## src/hw/rtl/mrt_pkg.sv

```systemverilog
// Shared types and constants for the missing range tracker.
`timescale 1ns / 1ps
`default_nettype none
package mrt_pkg;
  localparam int MaxGaps    = 16;
  localparam int OffsetBits = 40;
  localparam int LengthBits = 32;
  localparam int FuncBits   = 2;
  localparam logic [39:0] LimitReset = 40'hFF_FFFF_FFFF;

  typedef enum logic [1:0] {
    FUNC_MARK  = 2'd0,
    FUNC_CHECK = 2'd1,
    FUNC_FIND  = 2'd2,
    FUNC_CLEAR = 2'd3
  } func_t;

  // Commands from the controller to the datapath.
  typedef struct packed {
    logic load;    // capture the item
    logic clear;   // reload the initial range
    logic scan;    // examine entry at scan index and emit into the new table
    logic start;   // reset scan and write indexes
    logic commit;  // copy the scan copy back
  } dp_cmd_t;

  typedef struct packed {
    logic scan_done;  // scan index has reached gap count, or a mark was refused
    logic copy_done;
    logic refuse;     // split needed while full
  } dp_sts_t;
endpackage
`default_nettype wire

```

## src/hw/rtl/mrt_ctrl.sv

```systemverilog
// Controller state machine of the missing range tracker.
`timescale 1ns / 1ps
`default_nettype none
module mrt_ctrl (
  input  wire logic                clk,
  input  wire logic                rst,
  input  wire logic                in_valid,
  output logic                     in_ready,
  input  wire logic [1:0]          in_func,
  output logic                     out_valid,
  input  wire logic                out_ready,
  output mrt_pkg::dp_cmd_t         cmd,
  input  wire mrt_pkg::dp_sts_t    sts
);
  typedef enum logic [2:0] {S_IDLE, S_SCAN, S_COPY, S_OUT} state_t;
  state_t state;
  logic [1:0] func;

  assign in_ready  = (state == S_IDLE);
  assign out_valid = (state == S_OUT);

  always_comb begin
    cmd = '0;
    unique case (state)
      S_IDLE: begin
        cmd.load  = in_valid;
        cmd.start = in_valid;
        cmd.clear = in_valid && (in_func == mrt_pkg::FUNC_CLEAR);
      end
      S_SCAN: cmd.scan = !sts.scan_done;
      S_COPY: cmd.commit = 1'b1;
      S_OUT: ;
      default: ;
    endcase
  end

  always_ff @(posedge clk) begin
    if (rst) begin
      state <= S_IDLE;
      func  <= '0;
    end else begin
      unique case (state)
        S_IDLE: if (in_valid) begin
          func  <= in_func;
          state <= (in_func == mrt_pkg::FUNC_CLEAR) ? S_OUT : S_SCAN;
        end
        S_SCAN: if (sts.scan_done) begin
          state <= (func == mrt_pkg::FUNC_MARK && !sts.refuse) ? S_COPY : S_OUT;
        end
        S_COPY: if (sts.copy_done) state <= S_OUT;
        S_OUT: if (out_ready) state <= S_IDLE;
        default: state <= S_IDLE;
      endcase
    end
  end
endmodule
`default_nettype wire

```

## config.mk

```make
export PLATFORM = sky130hd
export DESIGN_NAME = mrt_ctrl
export DESIGN_NICKNAME = d
export VERILOG_FILES = /design/src/hw/rtl/mrt_pkg.sv /design/src/hw/rtl/mrt_ctrl.sv
export SDC_FILE = /design/constraint.sdc
export NUM_CORES = 1
export LEC_CHECK = 0
export ABC_AREA = 0
export ABC_CLOCK_PERIOD_IN_PS = 2000
export BUFFER_PORTS_ARGS = -buffer_cell sky130_fd_sc_hd__buf_4
export CAP_MARGIN = 15
export CORE_AREA = 2 2 39 41
export DETAILED_ROUTE_END_ITERATION = 10
export DIE_AREA = 0 0 41 43
export GPL_ROUTABILITY_DRIVEN = 0
export PLACE_DENSITY_LB_ADDON = 0.3
export SYNTH_ARGS = -nofsm -noshare
export SYNTH_HDL_FRONTEND = slang
export SYNTH_SLANG_ARGS = --single-unit
```

## constraint.sdc

```tcl
create_clock -name clk -period 2 [get_ports clk]
set_input_delay 0.4 -clock clk [delete_from_list [all_inputs] [get_ports clk]]
set_output_delay 0.4 -clock clk [all_outputs]
set_load 0.01 [all_outputs]
```

-- Yosys cells after proc, flatten, opt, wreduce, memory -nomap -nowiden
Index checks and enable logic that the tools add are counted.
- register bits: 5
- eq/ne operators: 8
- multiplexer cells: 11
- reduce and logical (&&, ||, !) cells: 8
- operators with widths (kind ; number):
    two-way mux 3 bit ; 4
    one-hot mux 3 bit (4 select lines) ; 1
    == test 3 x 2 -> 1 bit, second input constant ; 2
    != test 2 bit, second input constant ; 3
    two-way mux 1 bit ; 4
    two-way mux 2 bit ; 2
    AND reduction 4 bit ; 1
    == test 3 x 1 -> 1 bit, second input constant ; 1
    logical NOT 3 bit ; 1
    == test 2 bit, second input constant ; 1
    logical AND 1 bit ; 2
    logical NOT 1 bit ; 2
    logical NOT 2 bit ; 1
    != test 2 x 1 -> 1 bit, second input constant ; 1
    AND reduction 2 bit ; 1

-- Logic depth before layout (Yosys ltp)
Gate-level depths: netlist of run 1.
- depth after elaboration: 5
- mapped depth: 5
- depth with buffers taken out: 5

-- Least setup slack after synthesis of run 1
No wires, ideal clock.
- path kind: flip-flop to flip-flop
- start point: reg state[0]
- end point: reg state[0]
- setup time: 0.087 ns
- data arrival time: 1.531 ns
- data required time: 1.913 ns
- setup slack: 0.382 ns
- stages on the path, launching flop included: 6
- period minus slack after synthesis: 1.618 ns
- cell sequence: dfxtp_1 -> inv_1 -> ha_1 -> nor2b_4 -> or4_4 -> o31ai_1
- word-level cells in the longest chain between the ends: 3
- RTL lines (element ; RTL line ; RTL):
    start: declaration ; mrt_ctrl.sv:16 ; state_t state;
    start signal: assignment ; mrt_ctrl.sv:45 ; state <= (in_func == mrt_pkg::FUNC_CLEAR) ? S_OUT : S_SCAN;
    start signal: assignment ; mrt_ctrl.sv:48 ; state <= (func == mrt_pkg::FUNC_MARK && !sts.refuse) ? S_COPY : S_OUT;
    logical NOT 3 bit (*) ; n/a ;
    named net in_ready ; mrt_ctrl.sv:8 ; output logic in_ready,
    != test 2 bit (no line) ; n/a ;
    AND reduction 4 bit (no line) ; n/a ;
The timed path passes the listed nets; every way through them passes the cells marked *.
A chain may end at the register's enable or synchronous reset.

==> impl_metrics.prom, run 1 <==
# TYPE chip_impl_metric gauge
chip_impl_metric{name="post-route-drc-count",unit=""} 0
chip_impl_metric{name="postSynthAreaPerCell",unit="um2"} 8.90
chip_impl_metric{name="via_count_of_the_first_global_routing_pass",unit=""} 281
chip_impl_metric{name="syn2layout_area_growth",unit="%"} 48.2
chip_impl_metric{name="yosysSeqAreaShare",unit="%"} 25.7
chip_impl_metric{name="route.vias.total",unit=""} 323
chip_impl_metric{name="synth_seq_cells",unit=""} 4
chip_impl_metric{name="drt_pre_antenna_iters",unit=""} 4
chip_impl_info{name="cp-start-kind",value="flip-flop"} 1
chip_impl_metric{name="setup_tns",unit="ns"} 0
chip_impl_metric{name="total_leakage_power",unit="nW"} 0.219
chip_impl_metric{name="routed_wire_length_per_instance",unit="um"} 12.1
chip_impl_metric{name="synth.distinct_cells",unit=""} 18
chip_impl_metric{name="design.portCount",unit=""} 16
chip_impl_info{name="cp-end-kind",value="output port"} 1
chip_impl_metric{name="avgViaCountPerCell",unit=""} 4.75
chip_impl_info{name="status",value="completed"} 1
chip_impl_metric{name="synthesis.yosys.warnings",unit=""} 0
chip_impl_info{name="biggest_area_contributors_in_the_synthesized_netlist",value="sky130_fd_sc_hd__dfxtp_1, sky130_fd_sc_hd__ha_1, sky130_fd_sc_hd__nor2b_4"} 1
chip_impl_metric{name="worst_slew_margin_rel",unit="%"} 80.3
chip_impl_metric{name="worstRegToRegCells",unit=""} 5
chip_impl_info{name="holdPathEnd",value="func[0]$_SDFFE_PP0P_"} 1
chip_impl_metric{name="period_minus_slack",unit="ns"} 1.85
chip_impl_metric{name="numPlacedInstances",unit=""} 65
chip_impl_metric{name="worst-endpoint-arrival",unit="ns"} 1.45
chip_impl_metric{name="cts.sinks",unit=""} 4
chip_impl_metric{name="max-cap-violations",unit=""} 0
chip_impl_metric{name="clk_pin_slew",unit="ns"} 0.05
chip_impl_info{name="post-synth-top-area-cell",value="sky130_fd_sc_hd__dfxtp_1"} 1
chip_impl_metric{name="io_buffer_count",unit=""} 15
chip_impl_metric{name="num_antenna_cells",unit=""} 0
chip_impl_info{name="cts_tree",value="yes"} 1
chip_impl_metric{name="cts_htree_levels",unit=""} 1
chip_impl_metric{name="floorplan.die.width",unit="um"} 41
chip_impl_metric{name="floorplan.die.height",unit="um"} 43
chip_impl_metric{name="coreArea",unit="mm2"} 0.00138
chip_impl_metric{name="postSynthCellCount",unit=""} 35
chip_impl_info{name="synth_commonest_cells",value="sky130_fd_sc_hd__dfxtp_1, sky130_fd_sc_hd__ha_1, sky130_fd_sc_hd__inv_1, sky130_fd_sc_hd__nand2_1, sky130_fd_sc_hd__nor2b_1"} 1
chip_impl_metric{name="fmaxAchievable",unit="GHz"} 0.540
chip_impl_metric{name="layout.cells.non_filler",unit=""} 68
chip_impl_metric{name="finish_stage_setup_viols",unit=""} 0
chip_impl_metric{name="grt_util_all_layers",unit="%"} 11.3
chip_impl_metric{name="worstMarginPinSlew",unit="ns"} 0.292
chip_impl_info{name="clock_tree.root_cell",value="sky130_fd_sc_hd__clkbuf_4"} 1
chip_impl_metric{name="worstPathMaxFanout",unit=""} 7
chip_impl_info{name="worst_path_most_repeated_cell",value="sky130_fd_sc_hd__inv_1"} 1
chip_impl_metric{name="post-route-cell-area",unit="um2"} 462
chip_impl_metric{name="ffs_w_async_s_r_synth",unit="%"} 0
chip_impl_metric{name="synth_enable_flop_cells",unit=""} 0
chip_impl_metric{name="finish.net_count",unit=""} 67
chip_impl_info{name="timing.hold.worst.start",value="rst"} 1
chip_impl_metric{name="regToRegSetupSlack",unit="ns"} 0.25
chip_impl_metric{name="rows",unit=""} 14
chip_impl_info{name="critical_path.slowest_cell",value="sky130_fd_sc_hd__dfxtp_1"} 1
chip_impl_metric{name="first_iter_violations",unit=""} 4
chip_impl_metric{name="net_count_after_synthesis",unit=""} 48
chip_impl_metric{name="cts_buf_count",unit=""} 3
chip_impl_info{name="timing.critical_path.cells",value="inv_1, ha_2, nand2_1, inv_1, and3_1, buf_4"} 1
chip_impl_metric{name="antenna_violating_nets_post_route",unit=""} 0
chip_impl_info{name="dominantRegCellSynth",value="sky130_fd_sc_hd__dfxtp_1"} 1
chip_impl_metric{name="timing.clock.skew",unit="ns"} 0.0132
chip_impl_metric{name="netlist_area",unit="um2"} 312
chip_impl_metric{name="finalHoldViolCount",unit=""} 0
chip_impl_metric{name="depth_of_the_worst_hold_timing_path",unit=""} 2
chip_impl_metric{name="layout.core_utilization",unit="%"} 33.4
chip_impl_metric{name="final_layout_size_suffix_gt1_share",unit="%"} 46.2
chip_impl_metric{name="netlist.area_leader.share",unit="%"} 25.7
chip_impl_info{name="min_path_type",value="input pin to flip-flop"} 1
chip_impl_metric{name="grt_antenna_before_repair",unit=""} 0
chip_impl_metric{name="start_util",unit="%"} 22.5
chip_impl_metric{name="fp.dieArea",unit="mm2"} 0.00176
chip_impl_metric{name="power_density",unit="mW/mm2"} 1270
chip_impl_metric{name="drv_slew",unit=""} 0
chip_impl_metric{name="clock_buffer_depth",unit=""} 2
chip_impl_metric{name="hpwl_after_dpl",unit="um"} 684
chip_impl_metric{name="totalWireLength",unit="um"} 820
chip_impl_metric{name="worst_ep_required_time",unit="ns"} 1.60
chip_impl_info{name="rsz0062_at_grt",value="false"} 1
chip_impl_metric{name="finalCritPeriodShare",unit="%"} 92.5
chip_impl_info{name="worst_r2r_endpoint",value="state[1]$_SDFFE_PP0P_"} 1
chip_impl_metric{name="maximum_number_of_pins_on_one_net_before_global_route_repair",unit=""} 8
chip_impl_metric{name="crit_path_max_incr_delay",unit="ns"} 0.39
chip_impl_info{name="reg2reg_from",value="state[0]$_SDFFE_PP0P_"} 1
chip_impl_metric{name="worstSkewPairLatency",unit="ns"} 0.25
chip_impl_metric{name="grt_remaining_overflow",unit=""} 0
chip_impl_metric{name="grt_first_pass_wirelength",unit="mm"} 1.24
chip_impl_metric{name="postCtsHoldBufs",unit=""} 0
chip_impl_metric{name="dpl-instance-area",unit="um2"} 437
chip_impl_metric{name="irDropWorstVdd",unit="mV"} 0.375
chip_impl_info{name="timing.setup.critical_path_class",value="flip-flop to output port"} 1
==> registers in the layout, summed over array words and instances, names as in the netlist <==
register,count
func,2
state,2
==> layer usage <==
| metal | wire, um | part of all wire (%) | GRT usage [%] |
|---|---|---|---|
| met4 | 17 | 2.1 | 12.0 |
| met1 | 349 | 43 | 12.2 |
| met5 | 0 | 0 | 0 |
| met3 | 55 | 6.7 | 3.14 |
| met2 | 398 | 49 | 15.9 |
==> metrics by stage <==
| stage | power (mW) | hold slack (ns) | setup slack [ns] |
|---|---|---|---|
| after floorplan | 0.356 | 0.430 | 0.382 |
| after global placement | 0.472 | 0.447 | 0.218 |
| after detailed placement | 0.471 | 0.452 | 0.209 |
| after CTS | 0.586 | 0.338 | 0.0838 |
| after global routing | 0.635 | 0.360 | 0.0234 |
| final | 0.588 | 0.345 | 0.149 |
==> report_power, final <==
| group | switching, mW | total (mW) | internal, mW |
|---|---|---|---|
| logic | 0.164 | 0.350 | 0.186 |
| registers | 0.0219 | 0.127 | 0.105 |
| clock network | 0.0430 | 0.111 | 0.0678 |
| total | 0.229 | 0.588 | 0.359 |
==> cells in the final DEF, fill, tap and decap left out, drive strengths merged <==
| cell | instances |
|---|---|
| o41ai | 2 |
| and3 | 1 |
| ha | 4 |
| clkbuf | 3 |
| nor3 | 1 |
| or2 | 1 |
| buf | 15 |
| nor2b | 6 |
| o31ai | 2 |
| a31oi | 1 |
| nand2 | 3 |
| dfxtp | 4 |
| o31a | 1 |
| nand3 | 2 |
| or4 | 1 |
| a21oi | 2 |
| inv | 3 |
==> critical path, delay by kind of cell, from the launching register on <==
kind | cells | cell delay, ns
adders and majority gates | 1 | 0.23
DFF | 1 | 0.39
and+or+nand+nor | 2 | 0.28
buffers and inverters | 3 | 0.30
==> cell families after synthesis <==
| family | Yosys count | share of synthesized area, % |
|---|---|---|
| buffers and inverters | 4 | 6.02 |
| AO/OA/AOI/OAI | 8 | 18.5 |
| AND/OR/NAND/NOR | 15 | 33.7 |
| adder cells (fa/ha/maj) | 4 | 16.1 |
| flip-flops | 4 | 25.7 |
==> area by class of cell <==
type | instances | area, um2
well taps | 16 | 20.0
repair buffers | 15 | 113
multi-input cells | 27 | 215
fillers | 146 | 922
clock buffers | 3 | 22.5
flip-flops and latches | 4 | 80.1
inverters | 3 | 11.3
==> worst max path at each step <==
| stage | depth (start not counted) | endpoint | startpoint |
|---|---|---|---|
| 3_3_place_gp | 5 | state[1]$_SDFFE_PP0P_ | state[0]$_SDFFE_PP0P_ |
| 5_1_grt | 6 | cmd[3] | state[0]$_SDFFE_PP0P_ |
| 3_5_place_dp | 5 | state[1]$_SDFFE_PP0P_ | state[0]$_SDFFE_PP0P_ |
| 6_report | 6 | cmd[3] | state[0]$_SDFFE_PP0P_ |
| 2_1_floorplan | 5 | state[0]$_SDFFE_PP0P_ | state[0]$_SDFFE_PP0P_ |
| 4_1_cts | 6 | cmd[3] | state[0]$_SDFFE_PP0P_ |
==> repair_timing <==
action / in CTS / in global routing
setup endpoints to repair: 0 / 1
gates resized for setup: 0 / 1
buffers inserted: 0 / 0
No activity file was read; power rests on OpenSTA's default activity.
==> run 2, diff against run 1 <==
--- a/config.mk
+++ b/config.mk
@@ -13,7 +13,7 @@
 export DETAILED_ROUTE_END_ITERATION = 10
 export DIE_AREA = 0 0 41 43
 export GPL_ROUTABILITY_DRIVEN = 0
-export PLACE_DENSITY_LB_ADDON = 0.3
+export PLACE_DENSITY_LB_ADDON = 0.25
 export SYNTH_ARGS = -nofsm -noshare
 export SYNTH_HDL_FRONTEND = slang
 export SYNTH_SLANG_ARGS = --single-unit
==> constraint.sdc (replaced) <==
create_clock -name clk -period 2 [get_ports clk]
set_input_delay 0.4 -clock clk [delete_from_list [all_inputs] [get_ports clk]]
set_output_delay 0.4 -clock clk [all_outputs]
set_load 0.1 [all_outputs]
==> run 2 against run 1 <==
  * Die area stayed put
  * Clock skew is 0.0082 ns lower
  * Cell count stayed put
  * Utilization is 2.1 points higher
  * First-iteration DRC count is 50% lower
  * Worst hold slack better by 0.016 ns
  * Critical path type unchanged
  * Highest routed layer is now met3
==> impl_metrics.prom, run 2 (synthesized netlist as in run 1, its figures left out) <==
# TYPE chip_impl_metric gauge
chip_impl_metric{name="worstPathMaxFanout",unit=""} 7
chip_impl_metric{name="timing.clock.skew",unit="ns"} 0.00500
chip_impl_info{name="cp-startpoint",value="state[1]$_SDFFE_PP0P_"} 1
chip_impl_metric{name="regToRegSetupSlack",unit="ns"} 0.37
chip_impl_metric{name="start_util",unit="%"} 22.5
chip_impl_metric{name="worstMarginPinSlew",unit="ns"} 0.282
chip_impl_metric{name="drv_slew",unit=""} 0
chip_impl_metric{name="hpwl_after_dpl",unit="um"} 605
chip_impl_info{name="min_path_type",value="input pin to flip-flop"} 1
chip_impl_metric{name="grt_first_pass_wirelength",unit="mm"} 1.22
chip_impl_metric{name="post_cts.resized_instances",unit=""} 0
chip_impl_metric{name="grt_antenna_before_repair",unit=""} 0
chip_impl_metric{name="grt_remaining_overflow",unit=""} 0
chip_impl_info{name="status",value="completed"} 1
chip_impl_info{name="timing.hold.worst.start",value="rst"} 1
chip_impl_metric{name="gr-usage-met2",unit="%"} 14.4
chip_impl_info{name="cp-start-kind",value="flip-flop"} 1
chip_impl_metric{name="first_iter_violations",unit=""} 2
chip_impl_metric{name="design.portCount",unit=""} 16
chip_impl_info{name="rsz0062_at_grt",value="false"} 1
chip_impl_metric{name="maximum_number_of_pins_on_one_net_before_global_route_repair",unit=""} 8
chip_impl_metric{name="dpl-instance-area",unit="um2"} 468
chip_impl_metric{name="via_count_of_the_first_global_routing_pass",unit=""} 282
chip_impl_metric{name="worst_slew_margin_rel",unit="%"} 80.9
chip_impl_metric{name="syn2layout_area_growth",unit="%"} 57.4
chip_impl_metric{name="post-route-drc-count",unit=""} 0
chip_impl_metric{name="cts.sinks",unit=""} 4
chip_impl_metric{name="io_buffer_count",unit=""} 15
chip_impl_metric{name="num_antenna_cells",unit=""} 0
chip_impl_metric{name="worst_ep_required_time",unit="ns"} 1.60
chip_impl_metric{name="cts_buf_count",unit=""} 3
chip_impl_metric{name="setup_tns",unit="ns"} 0
chip_impl_info{name="most_used_layer_global_route",value="met2"} 1
chip_impl_info{name="cp-end-kind",value="output port"} 1
chip_impl_metric{name="coreArea",unit="mm2"} 0.00138
chip_impl_metric{name="cts_htree_levels",unit=""} 1
chip_impl_metric{name="drt_pre_antenna_iters",unit=""} 3
chip_impl_metric{name="fp.dieArea",unit="mm2"} 0.00176
chip_impl_metric{name="clk_pin_slew",unit="ns"} 0.04
chip_impl_metric{name="rows",unit=""} 14
chip_impl_metric{name="floorplan.die.height",unit="um"} 43
chip_impl_metric{name="timing.final.ws_setup",unit="ns"} 0.185
chip_impl_info{name="reg2reg_from",value="state[1]$_SDFFE_PP0P_"} 1
chip_impl_metric{name="period_minus_slack",unit="ns"} 1.81
chip_impl_metric{name="postCtsHoldBufs",unit=""} 0
chip_impl_info{name="timing.setup.critical_path_class",value="flip-flop to output port"} 1
chip_impl_info{name="cts_tree",value="yes"} 1
chip_impl_metric{name="floorplan.die.width",unit="um"} 41
chip_impl_metric{name="totalWireLength",unit="um"} 757
chip_impl_metric{name="route.vias.total",unit=""} 314
chip_impl_metric{name="finalHoldViolCount",unit=""} 0
chip_impl_metric{name="finish_stage_setup_viols",unit=""} 0
chip_impl_metric{name="antenna_violating_nets_post_route",unit=""} 0
chip_impl_metric{name="avgViaCountPerCell",unit=""} 4.62
chip_impl_metric{name="grt_util_all_layers",unit="%"} 10.7
chip_impl_info{name="clock_tree.root_cell",value="sky130_fd_sc_hd__clkbuf_4"} 1
chip_impl_metric{name="final_layout_size_suffix_gt1_share",unit="%"} 59.6
chip_impl_metric{name="post-route-cell-area",unit="um2"} 490
chip_impl_metric{name="max-cap-violations",unit=""} 0
chip_impl_metric{name="finalCritPeriodShare",unit="%"} 90.7
chip_impl_metric{name="fmaxAchievable",unit="GHz"} 0.551
chip_impl_metric{name="worst-endpoint-arrival",unit="ns"} 1.41
chip_impl_info{name="mostFrequentLayoutCells",value="sky130_fd_sc_hd__buf_4, sky130_fd_sc_hd__nor2b_1, sky130_fd_sc_hd__ha_1, sky130_fd_sc_hd__clkbuf_4"} 1
chip_impl_metric{name="post-place-ws",unit="ns"} 0.379
chip_impl_info{name="layout_top_registers",value="func x2, state x2"} 1
chip_impl_metric{name="finish.net_count",unit=""} 67
chip_impl_metric{name="post_cts_buffers",unit=""} 0
chip_impl_metric{name="routed_wire_length_per_instance",unit="um"} 11.1
chip_impl_metric{name="clock_buffer_depth",unit=""} 2
chip_impl_metric{name="worstSkewPairLatency",unit="ns"} 0.24
chip_impl_metric{name="grt.met3_usage",unit="%"} 6.28
chip_impl_info{name="final_common_cell",value="sky130_fd_sc_hd__buf_4"} 1
chip_impl_metric{name="grt.met1_usage",unit="%"} 13.5
==> run 2: metal layers <==
layer / vias up / wire length (um) / share of wire [%]
li1: 161 / - / -
met1: 141 / 354 / 47
met2: 12 / 329 / 43
met3: 0 / 72 / 9.5
met4: 0 / 0 / 0
met5: - / 0 / 0
==> run 2: critical path: stages (launching register included) <==
cell,delay [ns]
sky130_fd_sc_hd__dfxtp_2,0.33
sky130_fd_sc_hd__inv_2,0.08
sky130_fd_sc_hd__ha_4,0.19
sky130_fd_sc_hd__nand2_4,0.07
sky130_fd_sc_hd__clkinvlp_4,0.07
sky130_fd_sc_hd__and3_4,0.16
sky130_fd_sc_hd__buf_4,0.28
==> run 2: cell type report <==
type	count	area, um2
inverters	3	15.0
repair buffers	15	113
well taps	16	20.0
flip-flops and latches	4	82.6
clock buffers	3	22.5
multi-input cells	27	238
fillers	145	893
==> run 2: worst paths after layout <==
kind                                end  depth (start not counted)
setup / recovery                 cmd[3]                          6
hold / removal     func[1]$_SDFFE_PP0P_                          2
setup reg to reg  state[1]$_SDFFE_PP0P_                          5
hold reg to reg    func[1]$_SDFFE_PP0P_                          2
==> run 2: stage by stage <==
step	cells	hold slack, ns	utilization (%)
floorplan	35	0.430	-
global placement	65	0.450	33.8
detailed placement	65	0.449	33.8
CTS	68	0.354	35.4
global route	68	0.367	35.4
finish	68	0.361	35.4
Power of run 2 is left out: the tool's default activity adds up to more than one toggle a clock period on the data nets, which glitch-free logic cannot reach.
